**src/gbr_pkg.sv**
```systemverilog
package gbr_pkg;

  // Coordinate width, fixed by the payload fields
  localparam int unsigned COORD_BITS = 16;
  // Bits in one packed bitmap byte
  localparam int unsigned BYTE_BITS  = 8;
  // Width of the pixel count of one glyph (width * height)
  localparam int unsigned PIX_BITS   = 16;
  // Bit counter width, holds 0 .. BYTE_BITS
  localparam int unsigned CNT_BITS   = 4;

  typedef logic [COORD_BITS-1:0] coord_t;

  typedef enum logic [2:0] {
    OP_SET_CURSOR = 3'd0,
    OP_PUSH       = 3'd1,
    OP_POP        = 3'd2,
    OP_HEADER     = 3'd3,
    OP_BITMAP     = 3'd4
  } op_e;

  // Input transaction
  typedef struct packed {
    logic [2:0]         opcode;
    logic signed [15:0] coord_x;
    logic signed [15:0] coord_y;
    logic [7:0]         glyph_width;
    logic [7:0]         glyph_height;
    logic signed [7:0]  glyph_x_offset;
    logic signed [7:0]  glyph_y_offset;
    logic [7:0]         x_advance;
    logic [7:0]         bitmap_byte;
  } in_item_t;

  // Output transaction
  typedef struct packed {
    logic signed [15:0] pixel_x;
    logic signed [15:0] pixel_y;
    logic               last;
  } out_item_t;

  // Origin stack command
  typedef struct packed {
    logic   push;
    logic   pop;
    coord_t dx;
    coord_t dy;
  } stk_cmd_t;

  // Absolute origin
  typedef struct packed {
    coord_t x;
    coord_t y;
  } origin_t;

  // Serialiser load command
  typedef struct packed {
    logic                 hdr;
    logic                 bmp;
    coord_t               base_x;
    coord_t               base_y;
    logic [7:0]           width;
    logic [7:0]           height;
    logic [BYTE_BITS-1:0] bits;
  } pix_cmd_t;

endpackage

```
**src/gbr_origin_stack.sv**
```systemverilog
module gbr_origin_stack #(
  parameter int unsigned STACK_DEPTH = 8
) (
  input  logic              clk_i,
  input  logic              rst_ni,
  input  gbr_pkg::stk_cmd_t cmd_i,
  output gbr_pkg::origin_t  top_o
);

  localparam int unsigned LW = $clog2(STACK_DEPTH);

  // Stack storage; entry zero is never written, and a zero base origin is used in its place
  gbr_pkg::origin_t mem [STACK_DEPTH];

  logic [LW-1:0]    lvl_q, lvl_d;
  gbr_pkg::origin_t top_q, top_d;
  gbr_pkg::origin_t below_q;
  logic [LW-1:0]    rd_addr;
  logic             push_ok, pop_ok;
  gbr_pkg::origin_t pushed;

  assign push_ok = cmd_i.push && (lvl_q != LW'(STACK_DEPTH - 1));
  assign pop_ok  = cmd_i.pop && (lvl_q != '0);

  assign pushed.x = top_q.x + cmd_i.dx;
  assign pushed.y = top_q.y + cmd_i.dy;

  // Next level and top entry; the entry under the top is prefetched
  always_comb begin
    lvl_d = lvl_q;
    top_d = top_q;
    if (push_ok) begin
      lvl_d = lvl_q + LW'(1);
      top_d = pushed;
    end else if (pop_ok) begin
      lvl_d = lvl_q - LW'(1);
      top_d = (lvl_q == LW'(1)) ? '0 : below_q;
    end
  end

  assign rd_addr = (lvl_d == '0) ? '0 : lvl_d - LW'(1);

  always_ff @(posedge clk_i or negedge rst_ni) begin
    if (!rst_ni) begin
      lvl_q <= '0;
      top_q <= '0;
    end else begin
      lvl_q <= lvl_d;
      top_q <= top_d;
    end
  end

  // Synchronous memory: one write port, one registered read port
  always_ff @(posedge clk_i) begin
    if (push_ok) begin
      mem[lvl_q + LW'(1)] <= pushed;
    end
    below_q <= mem[rd_addr];
  end

  assign top_o = top_q;

endmodule

```
**src/gbr_pixel_serializer.sv**
```systemverilog
module gbr_pixel_serializer (
  input  logic               clk_i,
  input  logic               rst_ni,
  input  gbr_pkg::pix_cmd_t  cmd_i,
  output logic               load_ok_o,
  output logic               out_valid_o,
  input  logic               out_ready_i,
  output gbr_pkg::out_item_t out_data_o
);

  localparam int unsigned BB = gbr_pkg::BYTE_BITS;
  localparam int unsigned CB = gbr_pkg::CNT_BITS;
  localparam int unsigned PB = gbr_pkg::PIX_BITS;
  localparam int unsigned CW = gbr_pkg::COORD_BITS;

  logic [BB-1:0]     bits_q, bits_d;
  logic [CB-1:0]     cnt_q, cnt_d;
  logic [7:0]        col_q, col_d, row_q, row_d, width_q, width_d;
  logic [PB-1:0]     rem_q, rem_d;
  gbr_pkg::coord_t   base_x_q, base_x_d, base_y_q, base_y_d;
  logic              out_valid_q, out_valid_d;
  gbr_pkg::out_item_t out_q;

  logic          out_free, step, emit, wrap;
  logic [7:0]    col_inc, col_n, row_n;
  logic [PB-1:0] rem_n;
  logic [CB-1:0] used;
  logic [BB-1:0] mask;

  // One bit position per cycle; a set bit needs the output register free
  assign out_free = !out_valid_q || out_ready_i;
  assign step     = (cnt_q != '0) && (!bits_q[BB-1] || out_free);
  assign emit     = step && bits_q[BB-1];

  // Position after this cycle's step
  assign col_inc = col_q + 8'd1;
  assign wrap    = (col_inc == width_q);
  assign col_n   = step ? (wrap ? 8'd0 : col_inc) : col_q;
  assign row_n   = (step && wrap) ? row_q + 8'd1 : row_q;
  assign rem_n   = step ? rem_q - PB'(1) : rem_q;

  // A new header or byte may load as the current byte finishes
  assign load_ok_o = (cnt_q == '0) || ((cnt_q == CB'(1)) && step);

  // Used bits: the lesser of a byte and the pixels left in the glyph
  assign used = (rem_n >= PB'(BB)) ? CB'(BB) : rem_n[CB-1:0];
  assign mask = ~({BB{1'b1}} >> used);

  always_comb begin
    bits_d   = step ? (bits_q << 1) : bits_q;
    cnt_d    = step ? cnt_q - CB'(1) : cnt_q;
    col_d    = col_n;
    row_d    = row_n;
    rem_d    = rem_n;
    width_d  = width_q;
    base_x_d = base_x_q;
    base_y_d = base_y_q;
    if (load_ok_o && cmd_i.hdr) begin
      width_d  = cmd_i.width;
      rem_d    = PB'(cmd_i.width) * PB'(cmd_i.height);
      base_x_d = cmd_i.base_x;
      base_y_d = cmd_i.base_y;
      col_d    = '0;
      row_d    = '0;
    end else if (load_ok_o && cmd_i.bmp) begin
      bits_d = cmd_i.bits & mask;
      cnt_d  = used;
    end
  end

  assign out_valid_d = emit ? 1'b1 : (out_ready_i ? 1'b0 : out_valid_q);

  always_ff @(posedge clk_i or negedge rst_ni) begin
    if (!rst_ni) begin
      cnt_q       <= '0;
      col_q       <= '0;
      row_q       <= '0;
      rem_q       <= '0;
      width_q     <= '0;
      base_x_q    <= '0;
      base_y_q    <= '0;
      out_valid_q <= 1'b0;
    end else begin
      cnt_q       <= cnt_d;
      col_q       <= col_d;
      row_q       <= row_d;
      rem_q       <= rem_d;
      width_q     <= width_d;
      base_x_q    <= base_x_d;
      base_y_q    <= base_y_d;
      out_valid_q <= out_valid_d;
    end
  end

  // Byte shift register and output register
  always_ff @(posedge clk_i) begin
    bits_q <= bits_d;
    if (emit) begin
      out_q.pixel_x <= base_x_q + CW'(col_q);
      out_q.pixel_y <= base_y_q + CW'(row_q);
      out_q.last    <= (bits_q[BB-2:0] == '0);
    end
  end

  assign out_valid_o = out_valid_q;
  assign out_data_o  = out_q;

endmodule

```
**src/glyph_bitmap_rasterizer_unit.sv**
```systemverilog
// Glyph bitmap rasteriser. Each input transaction is an opcode with its
// operands; bitmap bytes produce one output transaction per set pixel, one
// per cycle, the final one of each byte flagged by last. Cursor, push, pop
// and unused opcodes are taken every cycle. A bitmap byte occupies the pixel
// serialiser while it steps through its used bits, one per cycle (up to eight,
// none once the glyph is complete), and the next header or byte is taken in
// its final cycle, so a stream of bytes runs without gaps; a set pixel also
// waits while the output register is stalled. Nested origins live in a
// STACK_DEPTH-entry synchronous memory; the entry under the top is kept
// prefetched so pushes and pops run back to back.
module glyph_bitmap_rasterizer_unit #(
  parameter int unsigned STACK_DEPTH = 8
) (
  input  logic               clk_i,
  input  logic               rst_ni,
  input  logic               in_valid_i,
  output logic               in_ready_o,
  input  gbr_pkg::in_item_t  in_data_i,
  output logic               out_valid_o,
  input  logic               out_ready_i,
  output gbr_pkg::out_item_t out_data_o
);

  localparam int unsigned CW = gbr_pkg::COORD_BITS;

  gbr_pkg::coord_t   cursor_x_q, cursor_x_d, cursor_y_q, cursor_y_d;
  gbr_pkg::stk_cmd_t stk_cmd;
  gbr_pkg::origin_t  top;
  gbr_pkg::pix_cmd_t pix_cmd;
  logic              pix_load_ok;
  logic              is_pix_op, accept;
  logic              op_cursor, op_push, op_pop, op_header, op_bitmap;

  // Opcode decode
  always_comb begin
    op_cursor = 1'b0;
    op_push   = 1'b0;
    op_pop    = 1'b0;
    op_header = 1'b0;
    op_bitmap = 1'b0;
    unique case (in_data_i.opcode)
      gbr_pkg::OP_SET_CURSOR: op_cursor = 1'b1;
      gbr_pkg::OP_PUSH:       op_push   = 1'b1;
      gbr_pkg::OP_POP:        op_pop    = 1'b1;
      gbr_pkg::OP_HEADER:     op_header = 1'b1;
      gbr_pkg::OP_BITMAP:     op_bitmap = 1'b1;
      default: ;
    endcase
  end

  // Header and bitmap transactions wait for the serialiser
  assign is_pix_op  = op_header || op_bitmap;
  assign in_ready_o = is_pix_op ? pix_load_ok : 1'b1;
  assign accept     = in_valid_i && in_ready_o;

  // Origin stack
  assign stk_cmd.push = accept && op_push;
  assign stk_cmd.pop  = accept && op_pop;
  assign stk_cmd.dx   = CW'(in_data_i.coord_x);
  assign stk_cmd.dy   = CW'(in_data_i.coord_y);

  gbr_origin_stack #(
    .STACK_DEPTH(STACK_DEPTH)
  ) u_stack (
    .clk_i (clk_i),
    .rst_ni(rst_ni),
    .cmd_i (stk_cmd),
    .top_o (top)
  );

  // Glyph base: cursor + top origin + glyph offset
  assign pix_cmd.hdr    = accept && op_header;
  assign pix_cmd.bmp    = accept && op_bitmap;
  assign pix_cmd.base_x = cursor_x_q + top.x
                        + {{(CW-8){in_data_i.glyph_x_offset[7]}}, in_data_i.glyph_x_offset};
  assign pix_cmd.base_y = cursor_y_q + top.y
                        + {{(CW-8){in_data_i.glyph_y_offset[7]}}, in_data_i.glyph_y_offset};
  assign pix_cmd.width  = in_data_i.glyph_width;
  assign pix_cmd.height = in_data_i.glyph_height;
  assign pix_cmd.bits   = in_data_i.bitmap_byte;

  gbr_pixel_serializer u_pix (
    .clk_i      (clk_i),
    .rst_ni     (rst_ni),
    .cmd_i      (pix_cmd),
    .load_ok_o  (pix_load_ok),
    .out_valid_o(out_valid_o),
    .out_ready_i(out_ready_i),
    .out_data_o (out_data_o)
  );

  // Cursor
  always_comb begin
    cursor_x_d = cursor_x_q;
    cursor_y_d = cursor_y_q;
    if (accept && op_cursor) begin
      cursor_x_d = CW'(in_data_i.coord_x);
      cursor_y_d = CW'(in_data_i.coord_y);
    end else if (accept && op_header) begin
      cursor_x_d = cursor_x_q + CW'(in_data_i.x_advance);
    end
  end

  always_ff @(posedge clk_i or negedge rst_ni) begin
    if (!rst_ni) begin
      cursor_x_q <= '0;
      cursor_y_q <= '0;
    end else begin
      cursor_x_q <= cursor_x_d;
      cursor_y_q <= cursor_y_d;
    end
  end

endmodule

```
**config.mk**
```make
export PLATFORM = sky130hd
export DESIGN_NAME = glyph_bitmap_rasterizer_unit
export DESIGN_NICKNAME = d
export VERILOG_FILES = /design/src/gbr_pkg.sv /design/src/gbr_origin_stack.sv /design/src/gbr_pixel_serializer.sv /design/src/glyph_bitmap_rasterizer_unit.sv
export SDC_FILE = /design/constraint.sdc
export NUM_CORES = 1
export LEC_CHECK = 0
export ABC_AREA = 0
export ABC_CLOCK_PERIOD_IN_PS = 7600
export BUFFER_PORTS_ARGS = -buffer_cell sky130_fd_sc_hd__buf_2
export CORE_MARGIN = 1.5
export CORE_UTILIZATION = 62
export DETAILED_ROUTE_END_ITERATION = 8
export GPL_TIMING_DRIVEN = 0
export PLACE_DENSITY_LB_ADDON = 0.3
export SETUP_SLACK_MARGIN = 0.02
export SKIP_CTS_REPAIR_TIMING = 1
export SYNTH_ARGS = -nofsm -noshare
export SYNTH_HDL_FRONTEND = slang
export SYNTH_SLANG_ARGS = --single-unit
```
**constraint.sdc**
```tcl
create_clock -name clk_i -period 7.6 [get_ports clk_i]
set_clock_uncertainty 0.1 [all_clocks]
set_input_delay 1.52 -clock clk_i [delete_from_list [all_inputs] [get_ports clk_i]]
set_output_delay 1.52 -clock clk_i [all_outputs]
set_load 0.02 [all_outputs]
```
Word level (Yosys, flattened, before mapping)
Memory sizes are Yosys's and may differ from the RTL's. A register that Yosys moved wholly into a read port is not among the register bits.
Index checks and enable logic that the tools add are counted.
- $add $sub $neg: 16
- multiply operators: 1
- order comparisons: 1
- equal/unequal tests: 8
- shift-type cells: 1
- mux-type cells: 32
- bitwise logic cells: 2
- reductions and logical operators: 31
- operator list (cell ; count):
    adder 16 bit ; 6
    2-to-1 mux 32 bit ; 3
    2-to-1 mux 16 bit ; 4
    2-to-1 mux 8 bit ; 8
    adder 16 x 8 -> 16 bit ; 3
    adder 8 x 1 -> 8 bit (second input constant) ; 2
    >= comparator 16 x 4 -> 1 bit (second input constant) ; 1
    multiplier 8 x 8 -> 16 bit ; 1
    2-to-1 mux 4 bit ; 4
    subtractor 16 x 1 -> 16 bit (second input constant) ; 1
    logical AND 1 bit ; 14
    2-to-1 mux 1 bit ; 10
    nonzero test 2 bit ; 5
    2-to-1 mux 3 bit ; 3
    AND 8 bit ; 1
    == test 8 bit ; 1
    NOT 8 bit ; 1
    >> shifter 8 x 4 -> 8 bit (first input constant) ; 1
    zero test 7 bit ; 1
    == test 3 x 1 -> 1 bit (second input constant) ; 2
    == test 3 x 2 -> 1 bit (second input constant) ; 2
    zero test 3 bit ; 2
    subtractor 3 x 1 -> 3 bit (second input constant) ; 2
    == test 4 x 1 -> 1 bit (second input constant) ; 1
    other kinds (9) ; 13
- register bits after elaboration: 185
- memory bits (writable): 256
- output and inout bits: 35
- logic and storage cells: 110
- memories: 1
- memories (memory ; depth ; bits a word ; rd ports ; clocked after memory_dff ; write ports ; line ; source):
    u_stack.mem ; 8 ; 32 ; 1 ; 1 ; 1 ; gbr_origin_stack.sv:13 ; gbr_pkg::origin_t mem [STACK_DEPTH];

Depth between registers and ports, before layout
Gate-level depths: netlist (run 1).
- word-level depth: 14
- mapped depth: 19

Cells and area by module
From an unflattened synthesis (run 1), not the netlist that was laid out.
- cells, all modules: 2370
- area total of the unflattened synthesis: 25913.6 um^2
- by module, submodules not included (module ; times used ; cells each ; area an instance (um^2) ; sequential area each (um^2)):
    gbr_origin_stack ; 1 ; 1049 ; 13818.3 ; 9203.8
    gbr_pixel_serializer ; 1 ; 896 ; 8225.4 ; 3078.0
    glyph_bitmap_rasterizer_unit ; 1 ; 425 ; 3870.0 ; 800.8

Worst setup path after synthesis (run 1)
Ideal clock, no wire load.
- path type: input-to-reg
- start: input port in_data_i[81] (netlist name)
- end: memory u_stack.mem[5][0] (netlist name), enable pin
- data arrival time: 5.860 ns
- setup slack: 1.127 ns
- stages: 4
- path buffers: 2
- cell sequence: buf_2 -> or4b_1 -> clkbuf_1 -> nor4b_1
- word-level cells in the longest chain between the ends: 9
- elaborated cells on any way between the ends: 13
- classes of those cells: eq/ne (3); mux (6); reduce/logical (4)
- ends and longest elaborated chain (what ; line ; source):
    from (decl) ; glyph_bitmap_rasterizer_unit.sv:18 ; input gbr_pkg::in_item_t in_data_i,
    == test 3 x 2 -> 1 bit / == test 3 bit (equally long branches) ; glyph_bitmap_rasterizer_unit.sv:41 ; unique case (in_data_i.opcode)
    2-to-1 mux 1 bit ; glyph_bitmap_rasterizer_unit.sv:41 ;
    logical OR 1 bit ; glyph_bitmap_rasterizer_unit.sv:52 ; assign is_pix_op = op_header || op_bitmap;
    2-to-1 mux 1 bit ; glyph_bitmap_rasterizer_unit.sv:53 ; assign in_ready_o = is_pix_op ? pix_load_ok : 1'b1;
    logical AND 1 bit ; glyph_bitmap_rasterizer_unit.sv:54 ; assign accept = in_valid_i && in_ready_o;
    logical AND 1 bit (*) ; glyph_bitmap_rasterizer_unit.sv:57 ; assign stk_cmd.push = accept && op_push;
    logical AND 1 bit (*) ; gbr_origin_stack.sv:22 ; assign push_ok = cmd_i.push && (lvl_q != LW'(STACK_DEPTH - 1));
    2-to-1 mux 1 bit (*) ; gbr_origin_stack.sv:55 ; if (push_ok) begin
    2-to-1 mux 1 bit (not written as such) (*) ; gbr_origin_stack.sv:56 ; mem[lvl_q + LW'(1)] <= pushed;
    to (decl) ; gbr_origin_stack.sv:13 ;
Mark *: on every way between the ends. The rest lies on a longest branch, timed or not.

Worst setup path in the final report (run 1)
- start: input port in_data_i[41] (netlist name)
- end: register u_pix.rem_q[13]
- word-level cells in the longest chain between the ends: 2
- ends and longest elaborated chain (what ; line ; source):
    multiplier 8 x 8 -> 16 bit ; gbr_pixel_serializer.sv:60 ; rem_d = PB'(cmd_i.width) * PB'(cmd_i.height);
    2-to-1 mux 16 bit ; gbr_pixel_serializer.sv:58 ; if (load_ok_o && cmd_i.hdr) begin
    net u_pix.rem_d[13] ; gbr_pixel_serializer.sv:19 ; logic [PB-1:0] rem_q, rem_d;
    to (signal assigned) ; gbr_pixel_serializer.sv:87 ; rem_q <= rem_d;
    to (decl) ; gbr_pixel_serializer.sv:19 ;
The timed path passes the listed nets, and every way through them passes these cells.
A chain may end at the register's enable or synchronous reset.

==> impl_metrics.env, run 1 <==
export IMPL_power_switching_uw=4530
export IMPL_grt_pass1_vias=17500
export IMPL_cp_arrival_ns=5.70
export IMPL_rows=73
export IMPL_first_pass_iters=5
export IMPL_overflow=0
export IMPL_worstSkewPairLatency_ns=0.60
export IMPL_n_fill_cell=2631
export IMPL_cp_max_fo=9
export IMPL_final_max_slew_viol_count=0
export IMPL_place_gp_congestion=0.919
export IMPL_core_sq_um=40000
export IMPL_die_w_um=205
export IMPL_clockBufferDepth=3
export IMPL_required_ns=7.95
export IMPL_fin_util=0.713
export IMPL_post_drt_wl_per_cell_um=21.1
export IMPL_period_share=0.705
export IMPL_internal_power_uw=7380
export IMPL_vdd_drop_max_v=0.000181
export IMPL_power_density_nw_per_um2=418
export IMPL_synth_common_cells="edfxtp_1, nand2_1, dfrtp_1"
export IMPL_path_clk_slew_ns=0.06
export IMPL_layout_cells_non_filler=2857
export IMPL_synth_edf_count=289
export IMPL_clockRootBuffer="clkbuf_16"
export IMPL_cts_tree="yes"
export IMPL_p_comb_frac=0.441
export IMPL_die_h_um=205
export IMPL_final_nets=2576
export IMPL_leakagePower_uw=0.0117
export IMPL_drtAntennaViolNets=0
export IMPL_async_flop_share=0.304
export IMPL_start_kind="input pin"
export IMPL_drv_cap=0
export IMPL_cts_buffers=48
export IMPL_synth_cell_type_count=76
export IMPL_whs_path_depth=2
export IMPL_cts_sinks=473
export IMPL_avgSynthCellArea_sq_um=12.1
export IMPL_initial_core_util=0.631
export IMPL_viasPerCell=5.99
export IMPL_synth_top_area_frac=0.344
export IMPL_syn_inst=2085
export IMPL_synthFlopType="edfxtp_1"
export IMPL_htree_levels=2
export IMPL_yosysMostFrequentCell="edfxtp_1"
export IMPL_status="finished, final reports clean"
export IMPL_dieArea_sq_um=42000
export IMPL_tns_ns=0
export IMPL_netlist_area_sq_um=25300
export IMPL_vias=17100
export IMPL_relSlewSlack=0.295
export IMPL_dp_cells=2761
export IMPL_critical_path_endpoint_type="flop"
export IMPL_ys_seq_area_frac=0.518
export IMPL_grt_max_degree=99
export IMPL_grt_setup_unrepaired="false"
export IMPL_fin_crit_ns=5.36
export IMPL_dp_hpwl_mm=44.0
export IMPL_ys_warn_count=0
export IMPL_synthTopCellsByArea="edfxtp_1, dfrtp_1, ha_1, fa_1, mux2_2"
export IMPL_setup_slack_ns=2.24
export IMPL_yosys_area_top_type="edfxtp_1"
export IMPL_swShare=0.380
export IMPL_ys_ff_latch=473
export IMPL_antenna_found_initial=5
export IMPL_clockPowerShare=0.202
export IMPL_hold_viol_final=0
export IMPL_drt_iter0_drc=1430
export IMPL_r2r_cells=15
export IMPL_worst_pin_slew_ns=1.05
export IMPL_syn_num_nets=2375
export IMPL_grt_pass1_wl_mm=94.0
export IMPL_grt_total_usage=0.293
export IMPL_drive_above_1_share=0.182
export IMPL_p_total_uw=11900
export IMPL_path_class="input pin to flop"
export IMPL_io_buffers=119
export IMPL_hold_class="flop to flop"
export IMPL_drt_wl_total_mm=60.2
export IMPL_dp_slack_ns=1.70
export IMPL_setup_viol=0
export IMPL_area_growth_pct=13.0
export IMPL_ios=122
export IMPL_p_seq_frac=0.356
export IMPL_drc=0
export IMPL_timing_fmax_mhz=187
-- worst paths after layout --
kind,startpoint,endpoint,slack [ns]
max,in_data_i[41],u_pix.rem_q[13],2.24
min,u_stack.below_q[5],u_stack.top_o[5],0.36
max reg2reg,u_stack.lvl_q[0],u_stack.below_q[18],3.05
min reg2reg,u_stack.below_q[5],u_stack.top_o[5],0.36
max in group asynchronous,rst_ni,u_pix.base_y_q[5],5.76
min in group asynchronous,rst_ni,u_stack.top_o[29],0.76
-- cell families after synthesis --
kind of cell	after synthesis	share of synthesized area
simple gates	553	0.105
flops	473	0.518
compound gates	354	0.0870
fa+ha+maj	203	0.122
buf+inv	195	0.0310
mux	169	0.0892
xor+xnor	138	0.0479
-- flip-flops by register name (all words and copies together), names as in the netlist --
| signal | count |
|---|---|
| u_stack.mem | 256 |
| u_pix.out_data_o | 33 |
| u_stack.below_q | 32 |
| u_stack.top_o | 32 |
| cursor_x_q | 16 |
| cursor_y_q | 16 |
| u_pix.base_x_q | 16 |
| u_pix.base_y_q | 16 |
| u_pix.rem_q | 16 |
| u_pix.bits_q | 8 |
| u_pix.col_q | 8 |
| u_pix.row_q | 8 |
| u_pix.width_q | 8 |
| u_pix.cnt_q | 4 |
| u_stack.lvl_q | 3 |
| u_pix.out_valid_o | 1 |
-- per-stage QoR --
| stage | cell area (sq um) | hold slack (ns) |
|---|---|---|
| 4_1_cts | 28500 | 0.368 |
| 2_1_floorplan | 25300 | 0.341 |
| 5_1_grt | 28500 | 0.387 |
| 3_5_place_dp | 26900 | 0.358 |
| 3_3_place_gp | 26500 | 0.348 |
| 6_report | 28500 | 0.363 |
-- power groups by stage --
stage	registers (uW)	logic, uW	clock network [uW]
3_5_place_dp	4270	5150	0
4_1_cts	4230	5230	2440
6_report	4240	5260	2410
2_1_floorplan	4140	3840	0
5_1_grt	4300	5790	2530
3_3_place_gp	4250	4890	0
-- worst max-delay path: stages --
cell	delay (ns)
buf_2	0.17
and2_1	0.20
fa_1	0.46
fa_1	0.56
inv_1	0.05
fa_1	0.46
fa_1	0.56
inv_1	0.05
ha_1	0.32
o21ai_0	0.09
nand2b_1	0.10
a21o_1	0.20
a31o_2	0.25
a41oi_1	0.22
nor2b_1	0.19
xor2_1	0.17
o21ai_0	0.10
-- cell usage in the layout, fill, tap and decap left out, types with 10 or more instances in the layout --
cell	synthesis	layout
edfxtp_1	289	289
nand2_1	223	223
dfrtp_1	144	144
buf_2	13	131
ha_1	130	130
mux2_2	125	125
inv_1	123	123
o21ai_0	98	98
nor2_1	98	97
a21oi_1	91	91
xnor2_1	80	80
fa_1	73	73
and2_1	60	59
xor2_1	58	58
clkbuf_1	48	53
nand3_1	50	50
clkbuf_16	0	50
dfxtp_1	40	40
a21o_1	36	36
mux4_2	32	32
a31oi_1	30	30
nor3_1	27	24
buf_4	7	22
buf_6	1	17
and3_1	16	16
nor2b_1	14	14
o21bai_1	12	12
o21a_1	12	12
nand4_1	11	11
o211ai_1	11	11
clkinv_1	0	10
-- routing by layer --
layer,GRT usage,wire [um]
met5,0,36
met4,0.133,2180
met3,0.0436,3900
met2,0.503,30400
met1,0.369,23700
-- area by class of cell --
class	count	area (sq um)	share of cell area
antenna	6	15.0	0.000526
inverter	124	465	0.0163
buffer	71	317	0.0111
multi-input combinational	1417	11400	0.401
clock buffer	60	1340	0.0469
clock inverter	30	285	0.0100
sequential	473	13100	0.458
tap	525	657	0.0230
timing repair buffer	151	931	0.0326
Power figures use the tool's default switching activity.
==> inputs of run 2 (changes only) <==
--- a/config.mk
+++ b/config.mk
@@ -6,7 +6,7 @@
 export NUM_CORES = 1
 export LEC_CHECK = 0
 export ABC_AREA = 0
-export ABC_CLOCK_PERIOD_IN_PS = 7600
+export ABC_CLOCK_PERIOD_IN_PS = 5600
 export BUFFER_PORTS_ARGS = -buffer_cell sky130_fd_sc_hd__buf_2
 export CORE_MARGIN = 1.5
 export CORE_UTILIZATION = 62
==> constraint.sdc (replaced) <==
create_clock -name clk_i -period 5.6 [get_ports clk_i]
set_clock_uncertainty 0.1 [all_clocks]
set_input_delay 1.12 -clock clk_i [delete_from_list [all_inputs] [get_ports clk_i]]
set_output_delay 1.12 -clock clk_i [all_outputs]
set_load 0.02 [all_outputs]
==> impl_metrics.env, run 2 (synthesis results as in run 1) <==
export IMPL_status="finished, final reports clean"
export IMPL_hold_viol_final=0
export IMPL_timing_fmax_mhz=198
export IMPL_post_drt_wl_per_cell_um=21.2
export IMPL_setup_viol=0
export IMPL_cts_buffers=49
export IMPL_vias=17200
export IMPL_grt_pass1_wl_mm=94.5
export IMPL_setup_slack_ns=0.559
export IMPL_core_sq_um=40000
export IMPL_drtAntennaViolNets=0
export IMPL_ios=122
export IMPL_clockRootBuffer="clkbuf_16"
export IMPL_r2r_cells=14
export IMPL_path_clk_slew_ns=0.06
export IMPL_drc=0
export IMPL_cts_sinks=473
export IMPL_drv_cap=0
export IMPL_die_w_um=205
export IMPL_critical_path_endpoint_type="flop"
export IMPL_cp_arrival_ns=5.38
export IMPL_viasPerCell=6.03
export IMPL_final_common_cell="edfxtp_1"
export IMPL_hold_class="input pin to async pin"
export IMPL_grt_total_usage=0.295
export IMPL_cp_max_fo=9
export IMPL_place_gp_congestion=0.931
export IMPL_die_h_um=205
export IMPL_path_class="input pin to flop"
export IMPL_final_cell_mix="edfxtp_1, nand2_1, dfrtp_1"
export IMPL_vdd_drop_max_v=0.000305
export IMPL_top_register="u_stack.mem"
export IMPL_overflow=0
export IMPL_required_ns=5.94
export IMPL_drt_wl_total_mm=60.4
export IMPL_regToRegSetupSlack_ns=0.97
export IMPL_final_max_slew_viol_count=0
export IMPL_grt_setup_unrepaired="false"
export IMPL_period_share=0.900
export IMPL_relSlewSlack=0.231
export IMPL_rows=73
export IMPL_p_total_uw=16300
export IMPL_worstReg2RegStart="u_stack.lvl_q[0]"
export IMPL_reg2reg_to="u_stack.below_q[11]"
export IMPL_drt_iter0_drc=1373
export IMPL_final_nets=2572
export IMPL_fin_crit_ns=5.04
export IMPL_drive_above_1_share=0.177
export IMPL_grt_max_degree=97
export IMPL_first_pass_iters=6
export IMPL_dieArea_sq_um=42000
export IMPL_start_kind="input pin"
export IMPL_grt_pass1_vias=17800
export IMPL_cts_tree="yes"
export IMPL_clockBufferDepth=3
export IMPL_largest_register_ffs=256
export IMPL_initial_core_util=0.631
export IMPL_worst_pin_slew_ns=1.15
export IMPL_worstSkewPairLatency_ns=0.60
export IMPL_antenna_found_initial=6
export IMPL_leakagePower_uw=0.0117
export IMPL_io_buffers=119
export IMPL_dp_slack_ns=0.0322
export IMPL_area_growth_pct=13.0
export IMPL_htree_levels=2
export IMPL_power_density_nw_per_um2=569
export IMPL_dp_hpwl_mm=44.5
run 2: cell types whose count changed in the layout (fill, tap and decap cells not counted), sizes merged:
cell,change
buf,-5
clkbuf,+8
bufinv,+3
clkinvlp,-2
clkinv,-8
diode,-1
run 2: worst max path at each step:
stage	startpoint	to	cells after the start
after detailed placement	in_data_i[40]	u_pix.rem_q[13]	18
after floorplan	in_data_i[81]	u_stack.mem[1][0]	5
after CTS	in_data_i[41]	u_pix.rem_q[13]	17
after global placement	in_data_i[82]	u_stack.mem[0][9]	6
after global routing	in_data_i[41]	u_pix.rem_q[13]	17
final	in_data_i[40]	u_pix.rem_q[13]	18
run 2: metrics by stage:
stage                     area, sq um  hold slack, ns  TNS [ns]  cells  utilization
after floorplan                 25300           0.341    -22.30   2085            -
after global placement          26500           0.348   -444.97   2729        0.663
after detailed placement        26900           0.351         0   2756        0.672
after CTS                       28500           0.358         0   2847        0.713
after global routing            28500           0.375         0   2849        0.714
final                           28600           0.359         0   2852        0.714
run 2: power by group:
part / switching (uW) / internal (uW) / total, uW
registers: 644 / 5120 / 5760
clock network: 1360 / 2000 / 3360
logic: 4130 / 3010 / 7140
run 2: final cells by class:
class                           count  area, sq um
Multi-Input combinational cell   1417        11500
Fill cell                        2673        11500
Sequential cell                   473        13100
Inverter                          124          465
Timing Repair Buffer              146          916
Buffer                             71          317
Antenna cell                        5         12.5
Tap cell                          525          657
Clock buffer                       68         1340
Clock inverter                     23          317
run 2: worst max-delay path: stages:
cell	delay [ns]
buf_2	0.17
and2_1	0.20
fa_1	0.47
fa_1	0.50
ha_1	0.29
inv_1	0.05
fa_1	0.53
inv_1	0.05
ha_1	0.33
nor2b_1	0.15
o21ai_0	0.20
nand2b_1	0.13
a21o_1	0.20
a31o_2	0.25
a41oi_1	0.26
nor2b_1	0.20
xor2_1	0.16
o21ai_0	0.13
run 2: metal layers:
metal / wire length (um) / global-route usage
met5: 28 / 0
met4: 2710 / 0.139
met3: 3930 / 0.0541
met2: 29900 / 0.505
met1: 23900 / 0.363
